==> config.mk <==
export PLATFORM = sky130hd
export DESIGN_NAME = utf8_to_ucs2_string_writer_unit
export DESIGN_NICKNAME = d
export VERILOG_FILES = /design/src/rtl/u2sw_pkg.sv /design/src/rtl/u2sw_front.sv /design/src/rtl/u2sw_queue.sv /design/src/rtl/u2sw_back.sv /design/src/rtl/utf8_to_ucs2_string_writer_unit.sv
export SDC_FILE = /design/constraint.sdc
export NUM_CORES = 1
export LEC_CHECK = 0
export CAP_MARGIN = 20
export CORE_AREA = 2 2 190 192
export DETAILED_ROUTE_END_ITERATION = 16
export DIE_AREA = 0 0 192 194
export DONT_BUFFER_PORTS = 1
export GPL_ROUTABILITY_DRIVEN = 0
export PLACE_DENSITY = 0.67
export SYNTH_ARGS = -nofsm -noshare
export SYNTH_HDL_FRONTEND = slang
export SYNTH_HIERARCHICAL = 1
export SYNTH_SLANG_ARGS = --single-unit
==> constraint.sdc <==
create_clock -name clk -period 6.3 [get_ports clk]
set_clock_uncertainty 0.05 [all_clocks]
set_input_delay 0.63 -clock clk [delete_from_list [all_inputs] [get_ports clk]]
set_output_delay 0.63 -clock clk [all_outputs]
set_load 0.05 [all_outputs]
==> src/rtl/u2sw_pkg.sv <==
// shared types and constants of the utf-8 to ucs-2 string writer
package u2sw_pkg;

  // input item kinds
  localparam logic [1:0] KIND_START = 2'd0;
  localparam logic [1:0] KIND_BYTE  = 2'd1;
  localparam logic [1:0] KIND_END   = 2'd2;

  // default depth of the command queue between front and back
  localparam int unsigned Q_DEPTH_DEF = 4;

  localparam logic [15:0] REPLACEMENT = 16'hFFFD;

  // result kinds
  typedef enum logic [1:0] {
    RK_PAD    = 2'd0,
    RK_UNIT   = 2'd1,
    RK_DONE   = 2'd2,
    RK_REJECT = 2'd3
  } rk_t;

  // command opcodes passed from front to back
  typedef enum logic [1:0] {
    OP_START  = 2'd0,
    OP_REJECT = 2'd1,
    OP_DATA   = 2'd2,
    OP_END    = 2'd3
  } op_t;

  // one queued command
  typedef struct packed {
    op_t         op;
    logic [2:0]  repl;    // replacement code units to emit first
    logic        rune;    // a decoded code unit follows
    logic [15:0] cu;      // mapped, truncated code unit
    logic        term;    // terminator wanted (end)
    logic        pad;     // alignment pad byte (start)
    logic [14:0] budget;  // rune budget (start)
  } cmd_t;

endpackage

==> src/rtl/u2sw_front.sv <==
// front end: accepts items, decodes utf-8 and queues commands
module u2sw_front (
  input  logic            clk,
  input  logic            rst_n,
  input  logic            in_valid,
  output logic            in_stall,
  input  logic [1:0]      in_kind,
  input  logic [7:0]      in_data_byte,
  input  logic [15:0]     in_offset,
  input  logic [15:0]     in_max_length,
  input  logic [14:0]     in_rune_count,
  input  logic            in_upcase_flag,
  input  logic            in_path_flag,
  input  logic            in_revpath_flag,
  input  logic            in_unterminated_flag,
  input  logic            in_unaligned_flag,
  input  logic            convert_space,
  input  logic            q_full,
  output logic            q_push,
  output u2sw_pkg::cmd_t  q_cmd
);
  import u2sw_pkg::*;

  localparam logic [20:0] CH_A     = 21'h61;
  localparam logic [20:0] CH_Z     = 21'h7A;
  localparam logic [20:0] CH_SLASH = 21'h2F;
  localparam logic [20:0] CH_BSL   = 21'h5C;
  localparam logic [20:0] CH_SPACE = 21'h20;
  localparam logic [20:0] CH_NBSP  = 21'hA0;

  function automatic logic [15:0] map_rune(input logic [20:0] r, input logic up,
                                           input logic pth, input logic rev,
                                           input logic cs);
    logic [20:0] m;
    m = r;
    if (up && r >= CH_A && r <= CH_Z) m = r - 21'h20;
    else if (rev && r == CH_SLASH)     m = CH_BSL;
    else if (pth && r == CH_BSL)       m = CH_SLASH;
    else if (rev && cs && r == CH_NBSP) m = CH_SPACE;
    else if (pth && cs && r == CH_SPACE) m = CH_NBSP;
    return m[15:0];
  endfunction

  logic        active_r, active_nxt;
  logic [1:0]  pend_r, pend_nxt;
  logic [20:0] acc_r, acc_nxt;
  logic [1:0]  held_r, held_nxt;
  logic        up_r, up_nxt;
  logic        path_r, path_nxt;
  logic        rev_r, rev_nxt;
  logic        unterm_r, unterm_nxt;

  logic        accept;
  logic        lead2, lead3, lead4, ss_rune, is_cont, bad, align;
  logic [1:0]  ss_pend;
  logic [20:0] ss_acc, ss_val, acc_ext;
  logic [2:0]  seq_len;
  logic [17:0] need;

  assign in_stall = q_full;
  assign accept   = in_valid && !q_full;

  // start-of-sequence classification of the incoming byte
  assign lead2   = (in_data_byte[7:5] == 3'b110);
  assign lead3   = (in_data_byte[7:4] == 4'b1110);
  assign lead4   = (in_data_byte[7:3] == 5'b11110);
  assign ss_rune = !(lead2 || lead3 || lead4);
  assign ss_val  = in_data_byte[7] ? {5'd0, REPLACEMENT} : {13'd0, in_data_byte};
  assign ss_pend = lead2 ? 2'd1 : (lead3 ? 2'd2 : (lead4 ? 2'd3 : 2'd0));
  assign ss_acc  = lead2 ? {16'd0, in_data_byte[4:0]} :
                   (lead3 ? {17'd0, in_data_byte[3:0]} : {18'd0, in_data_byte[2:0]});
  assign is_cont = (in_data_byte[7:6] == 2'b10);
  assign acc_ext = {acc_r[14:0], in_data_byte[5:0]};
  assign seq_len = {1'b0, held_r} + 3'd1;

  // overlong and out-of-range checks on a completed sequence
  always_comb begin
    unique case (held_r)
      2'd1:    bad = (acc_ext <= 21'h7F);
      2'd2:    bad = (acc_ext <= 21'h7FF);
      default: bad = (acc_ext <= 21'hFFFF) || (acc_ext > 21'h10FFFF);
    endcase
  end

  // space check on a start item
  assign align = !in_unaligned_flag && in_offset[0];
  assign need  = {2'd0, in_offset} + {2'd0, in_rune_count, 1'b0}
               + (in_unterminated_flag ? 18'd0 : 18'd2) + {17'd0, align};

  always_comb begin
    active_nxt = active_r;
    pend_nxt   = pend_r;
    acc_nxt    = acc_r;
    held_nxt   = held_r;
    up_nxt     = up_r;
    path_nxt   = path_r;
    rev_nxt    = rev_r;
    unterm_nxt = unterm_r;
    q_push     = 1'b0;
    q_cmd      = '0;
    if (accept) begin
      unique case (in_kind)
        KIND_START: begin
          up_nxt     = in_upcase_flag;
          path_nxt   = in_path_flag;
          rev_nxt    = in_revpath_flag;
          unterm_nxt = in_unterminated_flag;
          pend_nxt   = 2'd0;
          acc_nxt    = '0;
          held_nxt   = 2'd0;
          q_push     = 1'b1;
          if (need > {2'd0, in_max_length}) begin
            q_cmd.op   = OP_REJECT;
            active_nxt = 1'b0;
          end else begin
            q_cmd.op     = OP_START;
            q_cmd.pad    = align;
            q_cmd.budget = in_rune_count;
            active_nxt   = 1'b1;
          end
        end
        KIND_BYTE: begin
          q_cmd.op = OP_DATA;
          if (active_r) begin
            if (pend_r == 2'd0 || !is_cont) begin
              // fresh byte; a broken sequence first flushes its held bytes
              q_cmd.repl = (pend_r == 2'd0) ? 3'd0 : {1'b0, held_r};
              if (ss_rune) begin
                q_cmd.rune = 1'b1;
                q_cmd.cu   = map_rune(ss_val, up_r, path_r, rev_r, convert_space);
                pend_nxt   = 2'd0;
                acc_nxt    = '0;
                held_nxt   = 2'd0;
              end else begin
                pend_nxt = ss_pend;
                acc_nxt  = ss_acc;
                held_nxt = 2'd1;
              end
              q_push = ss_rune || (q_cmd.repl != 3'd0);
            end else if (pend_r != 2'd1) begin
              acc_nxt  = acc_ext;
              pend_nxt = pend_r - 2'd1;
              held_nxt = (held_r == 2'd3) ? 2'd3 : held_r + 2'd1;
            end else begin
              pend_nxt = 2'd0;
              acc_nxt  = '0;
              held_nxt = 2'd0;
              q_push   = 1'b1;
              if (bad) begin
                q_cmd.repl = seq_len;
              end else begin
                q_cmd.rune = 1'b1;
                q_cmd.cu   = map_rune(acc_ext, up_r, path_r, rev_r, convert_space);
              end
            end
          end
        end
        KIND_END: begin
          if (active_r) begin
            q_push     = 1'b1;
            q_cmd.op   = OP_END;
            q_cmd.repl = (pend_r == 2'd0) ? 3'd0 : {1'b0, held_r};
            q_cmd.term = !unterm_r;
            pend_nxt   = 2'd0;
            acc_nxt    = '0;
            held_nxt   = 2'd0;
            active_nxt = 1'b0;
          end
        end
        default: ;
      endcase
    end
  end

  always_ff @(posedge clk) begin
    if (!rst_n) begin
      active_r <= 1'b0;
      pend_r   <= 2'd0;
      acc_r    <= '0;
      held_r   <= 2'd0;
      up_r     <= 1'b0;
      path_r   <= 1'b0;
      rev_r    <= 1'b0;
      unterm_r <= 1'b0;
    end else begin
      active_r <= active_nxt;
      pend_r   <= pend_nxt;
      acc_r    <= acc_nxt;
      held_r   <= held_nxt;
      up_r     <= up_nxt;
      path_r   <= path_nxt;
      rev_r    <= rev_nxt;
      unterm_r <= unterm_nxt;
    end
  end

endmodule

==> src/rtl/u2sw_queue.sv <==
// short command queue between front and back
module u2sw_queue #(
  parameter int unsigned DEPTH = u2sw_pkg::Q_DEPTH_DEF
) (
  input  logic            clk,
  input  logic            rst_n,
  input  logic            push,
  input  u2sw_pkg::cmd_t  push_cmd,
  output logic            full,
  input  logic            pop,
  output logic            head_valid,
  output u2sw_pkg::cmd_t  head_cmd
);
  import u2sw_pkg::*;

  localparam int unsigned PW = $clog2(DEPTH);
  localparam int unsigned CW = $clog2(DEPTH + 1);

  cmd_t          entries_r [DEPTH];
  logic [PW-1:0] wr_ptr_r, wr_ptr_nxt;
  logic [PW-1:0] rd_ptr_r, rd_ptr_nxt;
  logic [CW-1:0] count_r, count_nxt;

  assign full       = (count_r == CW'(DEPTH));
  assign head_valid = (count_r != '0);
  assign head_cmd   = entries_r[rd_ptr_r];

  always_comb begin
    wr_ptr_nxt = wr_ptr_r;
    rd_ptr_nxt = rd_ptr_r;
    if (push) wr_ptr_nxt = (wr_ptr_r == PW'(DEPTH - 1)) ? '0 : wr_ptr_r + 1'b1;
    if (pop)  rd_ptr_nxt = (rd_ptr_r == PW'(DEPTH - 1)) ? '0 : rd_ptr_r + 1'b1;
    unique case ({push, pop})
      2'b10:   count_nxt = count_r + 1'b1;
      2'b01:   count_nxt = count_r - 1'b1;
      default: count_nxt = count_r;
    endcase
  end

  always_ff @(posedge clk) begin
    if (push) entries_r[wr_ptr_r] <= push_cmd;
  end

  always_ff @(posedge clk) begin
    if (!rst_n) begin
      wr_ptr_r <= '0;
      rd_ptr_r <= '0;
      count_r  <= '0;
    end else begin
      wr_ptr_r <= wr_ptr_nxt;
      rd_ptr_r <= rd_ptr_nxt;
      count_r  <= count_nxt;
    end
  end

endmodule

==> src/rtl/u2sw_back.sv <==
// back end: expands queued commands into results, keeps budget and byte count
module u2sw_back (
  input  logic            clk,
  input  logic            rst_n,
  input  logic            q_valid,
  input  u2sw_pkg::cmd_t  q_head,
  output logic            q_pop,
  output logic            out_valid,
  input  logic            out_stall,
  output logic [1:0]      out_result_kind,
  output logic [15:0]     out_code_unit,
  output logic [15:0]     out_bytes_written,
  output logic            out_last
);
  import u2sw_pkg::*;

  logic        busy_r, busy_nxt;
  cmd_t        cur_r, cur_nxt;
  logic [14:0] budget_r, budget_nxt;
  logic [16:0] total_r, total_nxt;

  logic        ov_r, ov_nxt;
  rk_t         kind_r, kind_nxt;
  logic [15:0] cu_r, cu_nxt;
  logic [15:0] bw_r, bw_nxt;
  logic        last_r, last_nxt;

  logic        out_ok, go, emit, done_step, more;
  cmd_t        eff, rem;
  rk_t         e_kind;
  logic [15:0] e_cu, e_bw, unit;
  logic        e_last;

  assign out_ok = !ov_r || !out_stall;
  assign go     = out_ok && (busy_r || q_valid);
  assign eff    = busy_r ? cur_r : q_head;
  assign q_pop  = go && !busy_r;

  // one step of the current command
  always_comb begin
    rem        = eff;
    emit       = 1'b0;
    e_kind     = RK_UNIT;
    e_cu       = '0;
    e_bw       = '0;
    e_last     = 1'b0;
    done_step  = 1'b0;
    unit       = eff.cu;
    budget_nxt = budget_r;
    total_nxt  = total_r;
    unique case (eff.op)
      OP_START: begin
        budget_nxt = eff.budget;
        total_nxt  = {16'd0, eff.pad};
        emit       = eff.pad;
        e_kind     = RK_PAD;
      end
      OP_REJECT: begin
        budget_nxt = '0;
        total_nxt  = '0;
        emit       = 1'b1;
        e_kind     = RK_REJECT;
        e_last     = 1'b1;
      end
      OP_DATA, OP_END: begin
        if (eff.repl != 3'd0 || eff.rune) begin
          if (eff.repl != 3'd0) begin
            rem.repl = eff.repl - 3'd1;
            unit     = REPLACEMENT;
          end else begin
            rem.rune = 1'b0;
          end
          // runes past the budget are dropped
          if (budget_r != '0) begin
            emit       = 1'b1;
            e_cu       = unit;
            budget_nxt = budget_r - 15'd1;
            total_nxt  = total_r + 17'd2;
          end
        end else if (eff.term) begin
          rem.term  = 1'b0;
          emit      = 1'b1;
          total_nxt = total_r + 17'd2;
        end else if (eff.op == OP_END) begin
          done_step = 1'b1;
          emit      = 1'b1;
          e_kind    = RK_DONE;
          e_bw      = total_r[15:0];
          e_last    = 1'b1;
        end
      end
      default: ;
    endcase
    more = (rem.repl != 3'd0) || rem.rune || rem.term ||
           ((eff.op == OP_END) && !done_step);
  end

  always_comb begin
    busy_nxt = busy_r;
    cur_nxt  = cur_r;
    ov_nxt   = ov_r;
    kind_nxt = kind_r;
    cu_nxt   = cu_r;
    bw_nxt   = bw_r;
    last_nxt = last_r;
    if (go) begin
      busy_nxt = more;
      cur_nxt  = rem;
    end
    if (out_ok) begin
      ov_nxt   = go && emit;
      kind_nxt = e_kind;
      cu_nxt   = e_cu;
      bw_nxt   = e_bw;
      last_nxt = e_last;
    end
  end

  assign out_valid         = ov_r;
  assign out_result_kind   = kind_r;
  assign out_code_unit     = cu_r;
  assign out_bytes_written = bw_r;
  assign out_last          = last_r;

  always_ff @(posedge clk) begin
    cur_r  <= cur_nxt;
    kind_r <= kind_nxt;
    cu_r   <= cu_nxt;
    bw_r   <= bw_nxt;
    last_r <= last_nxt;
  end

  always_ff @(posedge clk) begin
    if (!rst_n) begin
      busy_r   <= 1'b0;
      ov_r     <= 1'b0;
      budget_r <= '0;
      total_r  <= '0;
    end else begin
      busy_r   <= busy_nxt;
      ov_r     <= ov_nxt;
      if (go) begin
        budget_r <= budget_nxt;
        total_r  <= total_nxt;
      end
    end
  end

endmodule

==> src/rtl/utf8_to_ucs2_string_writer_unit.sv <==
// top level of the utf-8 to ucs-2 string writer
// path: the first result of a transaction passes the command queue and is then
//   registered in the back end output register before it can be taken
// throughput: one input transaction per cycle while the command queue has room; the back
//   end spends one step per result, per dropped over-budget rune and per start without pad
// reset: synchronous active-low rst_n clears decoder, queue, budget and output valid
module utf8_to_ucs2_string_writer_unit #(
  parameter int unsigned QUEUE_DEPTH = u2sw_pkg::Q_DEPTH_DEF
) (
  input  logic        clk,
  input  logic        rst_n,
  // configuration
  input  logic        cfg_write_en,
  input  logic        cfg_write_data,
  // input channel
  input  logic        in_valid,
  output logic        in_stall,
  input  logic [1:0]  in_kind,
  input  logic [7:0]  in_data_byte,
  input  logic [15:0] in_offset,
  input  logic [15:0] in_max_length,
  input  logic [14:0] in_rune_count,
  input  logic        in_upcase_flag,
  input  logic        in_path_flag,
  input  logic        in_revpath_flag,
  input  logic        in_unterminated_flag,
  input  logic        in_unaligned_flag,
  // result channel
  output logic        out_valid,
  input  logic        out_stall,
  output logic [1:0]  out_result_kind,
  output logic [15:0] out_code_unit,
  output logic [15:0] out_bytes_written,
  output logic        out_last
);
  import u2sw_pkg::*;

  // space / no-break space swap enable; user writes it only while idle, unenforced
  logic convert_space_r;

  // front to queue
  logic q_push;
  cmd_t q_cmd;
  logic q_full;

  // queue to back
  logic q_pop;
  logic q_head_valid;
  cmd_t q_head;

  always_ff @(posedge clk) begin
    if (!rst_n) begin
      convert_space_r <= 1'b0;
    end else if (cfg_write_en) begin
      convert_space_r <= cfg_write_data;
    end
  end

  // front: takes transactions, runs the utf-8 decoder and the space check
  u2sw_front u_front (
    .clk                  (clk),
    .rst_n                (rst_n),
    .in_valid             (in_valid),
    .in_stall             (in_stall),
    .in_kind              (in_kind),
    .in_data_byte         (in_data_byte),
    .in_offset            (in_offset),
    .in_max_length        (in_max_length),
    .in_rune_count        (in_rune_count),
    .in_upcase_flag       (in_upcase_flag),
    .in_path_flag         (in_path_flag),
    .in_revpath_flag      (in_revpath_flag),
    .in_unterminated_flag (in_unterminated_flag),
    .in_unaligned_flag    (in_unaligned_flag),
    .convert_space        (convert_space_r),
    .q_full               (q_full),
    .q_push               (q_push),
    .q_cmd                (q_cmd)
  );

  // decouples decoding from result expansion
  u2sw_queue #(
    .DEPTH (QUEUE_DEPTH)
  ) u_queue (
    .clk        (clk),
    .rst_n      (rst_n),
    .push       (q_push),
    .push_cmd   (q_cmd),
    .full       (q_full),
    .pop        (q_pop),
    .head_valid (q_head_valid),
    .head_cmd   (q_head)
  );

  // back: at most one result per step, tracks rune budget and bytes written
  u2sw_back u_back (
    .clk               (clk),
    .rst_n             (rst_n),
    .q_valid           (q_head_valid),
    .q_head            (q_head),
    .q_pop             (q_pop),
    .out_valid         (out_valid),
    .out_stall         (out_stall),
    .out_result_kind   (out_result_kind),
    .out_code_unit     (out_code_unit),
    .out_bytes_written (out_bytes_written),
    .out_last          (out_last)
  );

  // last marks exactly the closing results of a string
  a_last_kind: assert property (@(posedge clk) disable iff (!rst_n)
    out_valid |-> (out_last == (out_result_kind == RK_DONE ||
                                out_result_kind == RK_REJECT)))
    else $error("last flag does not match result kind");

  // the back end never pops an empty queue
  a_pop_nonempty: assert property (@(posedge clk) disable iff (!rst_n)
    q_pop |-> q_head_valid)
    else $error("pop from empty command queue");

  // byte count only travels with a done result
  a_bw_done_only: assert property (@(posedge clk) disable iff (!rst_n)
    (out_valid && out_result_kind != RK_DONE) |-> (out_bytes_written == 16'd0))
    else $error("byte count on a result other than done");

endmodule

==> flow_summary.yaml <==
status:
  outcome: "finished clean"
floorplan:
  row_count: 69
  ios: 105
  initial_utilization_pct: 42.32
  die_height_um: 194
  core-area_um2: 35220
  fp.dieArea_um2: 37250
  die_w_um: 192
logic_synthesis:
  synth_fa_ha_area_share_pct: 6.531
  synth_cell_types: 82
  synth.area.mux_share_pct: 9.410
  synth-simple-area-share_pct: 13.57
  netlist_area_um2: 14910
  synth_top_family_by_area: "simple AND/OR/NAND/NOR gates"
  syn_area_per_cell_um2: 12.44
  postSynth.asyncResetShare_pct: 0
  netlist_instances: 1198
  ys_ff_latch: 296
  synth_nets: 1342
  ys_seq_area_share_pct: 55.13
  ys.flop_type: "edfxtp_1"
  yosys.area_share.xor_xnor_pct: 0.8814
  synth-compound-area-share_pct: 11.20
  synth_edf_count: 229
  yosysWarnings: 6
sta:
  setup_viol: 0
  finalCritPeriodShare_pct: 74.85
  tns_ps: 0
  setup_slack_ps: 1584
  fmax_ghz: 0.2121
  relSlewSlack_pct: 28.12
  layout_min_cycle_time_ps: 4716
  slew_violations: 0
  hold_viol_final: 0
  holdWs_ps: 140.3
  worst_pin_slew_ps: 1078
  rsz0062_at_grt: "no"
setup_path:
  reg2reg_slack_ps: 2190
  cp-start-kind: "primary input"
  timing_worst_setup_path_type: "in2reg"
  reg2reg_to: "u_back/out_result_kind[0]"
  crit_chain: "fa_1 -> ha_1 -> fa_1 -> a211oi_2 -> o21bai_1 -> o41ai_1 -> a21boi_0 -> o21a_1 -> nor2_1 -> xnor2_1 -> ha_1 -> nand3_1 -> o31ai_1 -> a22o_1 -> nor2_1 -> a2111oi_0"
  worstPathMaxFanout: 4
  cp_slowest_cell: "a2111oi_0"
  max_stage_delay_ps: 770
  cp.buffers_inverters: 0
  required_ps: 6500
  critical_path_arrival_ps: 4920
  worst_setup_path_end_kind: "flop"
  rr_worst_depth: 9
  cp_top_family: "compound AO/OA/AOI/OAI gates"
place:
  dp_cells: 1611
  pre_cts_ws_ps: 1098
  numPortBuffers: 0
  hpwl_mm: 21.72
clock_tree:
  max-clock-path-buffers: 3
  hold_buffers: 0
  clockRootBuffer: "clkbuf_16"
  path_clk_slew_ps: 60
  numCtsBuffers: 30
  h-tree-depth: 1
  numClockSinks: 296
  post-cts-setup-buffers: 0
  cts_resized: 0
  worstSkewPairLatency_ps: 570
  cts_tree: "done"
route:
  num_vias: 9527
  post_drt_wl_per_cell_um: 18.90
  ant_nets: 0
  vias_per_cell: 5.708
  drt_iter0_markers: 644
  firstDrtPassIters: 5
  routed_wl_mm: 31.54
  post-route-drc-count: 0
global_routing:
  grt_max_degree: 52
  grt-ovfl-total: 0
  antenna_found_initial: 0
  first_global_vias: 9120
  grt_usage_pct: 16.81
  grt_pass1_wl_mm: 50.44
pwr:
  power.density_nw_per_um2: 400.8
  max-vdd-ir-drop_v: 0.0002620
  p_leak_nw: 5.719
  finalPower_w: 0.006557
finish:
  drive_gt1_share_pct: 13.91
  num_antenna_cells: 0
  fin_nets: 1329
  fillers: 3161
  area_growth_pct: 9.754
  finalNonFillerCells: 1669
worst_hold_path:
  min_from: "rst_n"
  holdCritPathClass: "in2reg"
  min_path_cells: 1
  holdPathEnd: "convert_space_r"
flow_run:
  maxCapViolations: 0
## power by group
part / switching, W / internal (W) / total (W)
Clock: 0.000764 / 0.00109 / 0.00185
Combinational: 0.00102 / 0.000715 / 0.00173
Sequential: 0.000471 / 0.00250 / 0.00297
## worst reg2reg max path, cell delays in order, from the launching register on
cell,delay [ps]
dfxtp_1,630
buf_4,500
mux4_2,410
mux2i_1,230
ha_1,250
ha_1,230
or4bb_1,510
and2_1,200
nor3_2,630
nor2_1,180
## flip-flops by register name, indices dropped and copies added, names as in the netlist, 2 cells and up, named ones only
register	cells
u_queue/count_r	3
u_back/out_code_unit	16
u_front/acc_r	15
u_front/pend_r	2
u_back/out_bytes_written	16
u_back/budget_r	15
u_queue/entries_r	156
u_back/total_r	16
u_back/out_result_kind	2
u_back/cur_r	39
u_queue/rd_ptr_r	2
u_queue/wr_ptr_r	2
u_front/held_r	2
## worst max path at each step
| stage | startpoint | endpoint | slack, ps | cells past startpoint |
|---|---|---|---|---|
| 2_1_floorplan | in_offset[1] | u_queue/entries_r[0][10] | 1590 | 17 |
| 3_3_place_gp | in_unterminated_flag | u_queue/entries_r[0][37] | 1250 | 17 |
| 3_5_place_dp | in_unterminated_flag | u_queue/entries_r[0][37] | 1100 | 17 |
| 4_1_cts | in_unterminated_flag | u_queue/entries_r[2][37] | 1630 | 17 |
| 5_1_grt | in_unterminated_flag | u_queue/entries_r[2][37] | 1070 | 17 |
| 6_report | in_offset[1] | u_queue/entries_r[2][37] | 1580 | 16 |
## routing by layer
layer  global-route usage (%)  vias to the layer above  wire length [um]
li1                         -                     4537                 -
met4                    3.167                        0               503
met1                    24.58                     4691             14830
met3                    2.516                       33              1671
met2                    26.74                      266             14540
met5                        0                        -                 0
## cell type report
cell class | instances | area [um^2] | area share, %
Tap cell | 461 | 576.8 | 3.526
Timing Repair Buffer | 15 | 120.1 | 0.7342
Inverter | 53 | 198.9 | 1.216
Clock buffer | 32 | 758.2 | 4.635
Multi-Input combinational cell | 789 | 6208 | 37.95
Clock inverter | 23 | 276.5 | 1.690
Sequential cell | 296 | 8220 | 50.25
## kinds of logic after synthesis
group,count (synthesis)
compound gates,240
xor+xnor,15
fa+ha+maj,76
buf+inv,113
flops,296
mux,87
simple gates,371
## placed cells by master, fill, tap and decap left out, types with 6 or more instances in the layout
cell type	instances
edfxtp_1	229
nor2_1	89
a21oi_1	75
ha_1	73
nand2_1	67
dfxtp_1	65
inv_1	50
and2_1	48
mux4_2	39
mux2_2	34
clkbuf_16	30
nor2b_1	29
nand3_1	25
a22oi_1	21
o21ai_0	18
nor3_1	17
o31ai_1	16
or3_1	14
buf_4	14
nor4_1	13
mux2i_1	12
o211ai_1	12
a21boi_0	11
xnor2_1	10
nand4_1	10
or4_1	10
o21a_1	10
clkinv_2	9
a21o_1	8
nand2b_1	8
and3_1	7
a211oi_1	7
o41ai_1	6
o32ai_1	6
## through the flow
stage	area, um^2	util (%)
final	16360	46.44
after global routing	16360	46.44
after CTS	16330	46.36
after floorplan	14910	-
after detailed placement	15290	43.42
after global placement	15290	43.42
## cells in the mapped netlist, types with 8 or more instances
library cell	n	share of area (%)
a21oi_1	75	2.5
nand2b_1	8	0.34
ha_1	73	6.1
a21o_1	8	0.40
a21boi_0	11	0.55
mux4_2	39	5.9
o21a_1	10	0.50
nor2_1	89	2.2
buf_2	18	0.60
clkbuf_1	31	0.78
nand3_1	25	0.84
o211ai_1	12	0.60
a22oi_1	21	1.1
and2_1	48	2.0
mux2_2	34	2.6
nand4_1	10	0.42
o21ai_0	18	0.60
nor4_1	13	0.55
nor3_1	17	0.57
or3_1	14	0.59
edfxtp_1	229	46
nor2b_1	29	1.2
nand2_1	67	1.7
inv_1	50	1.3
o31ai_1	16	0.81
or4_1	10	0.50
dfxtp_1	67	9.0
mux2i_1	13	0.87
xnor2_1	10	0.59
Power figures use the tool's default switching activity.
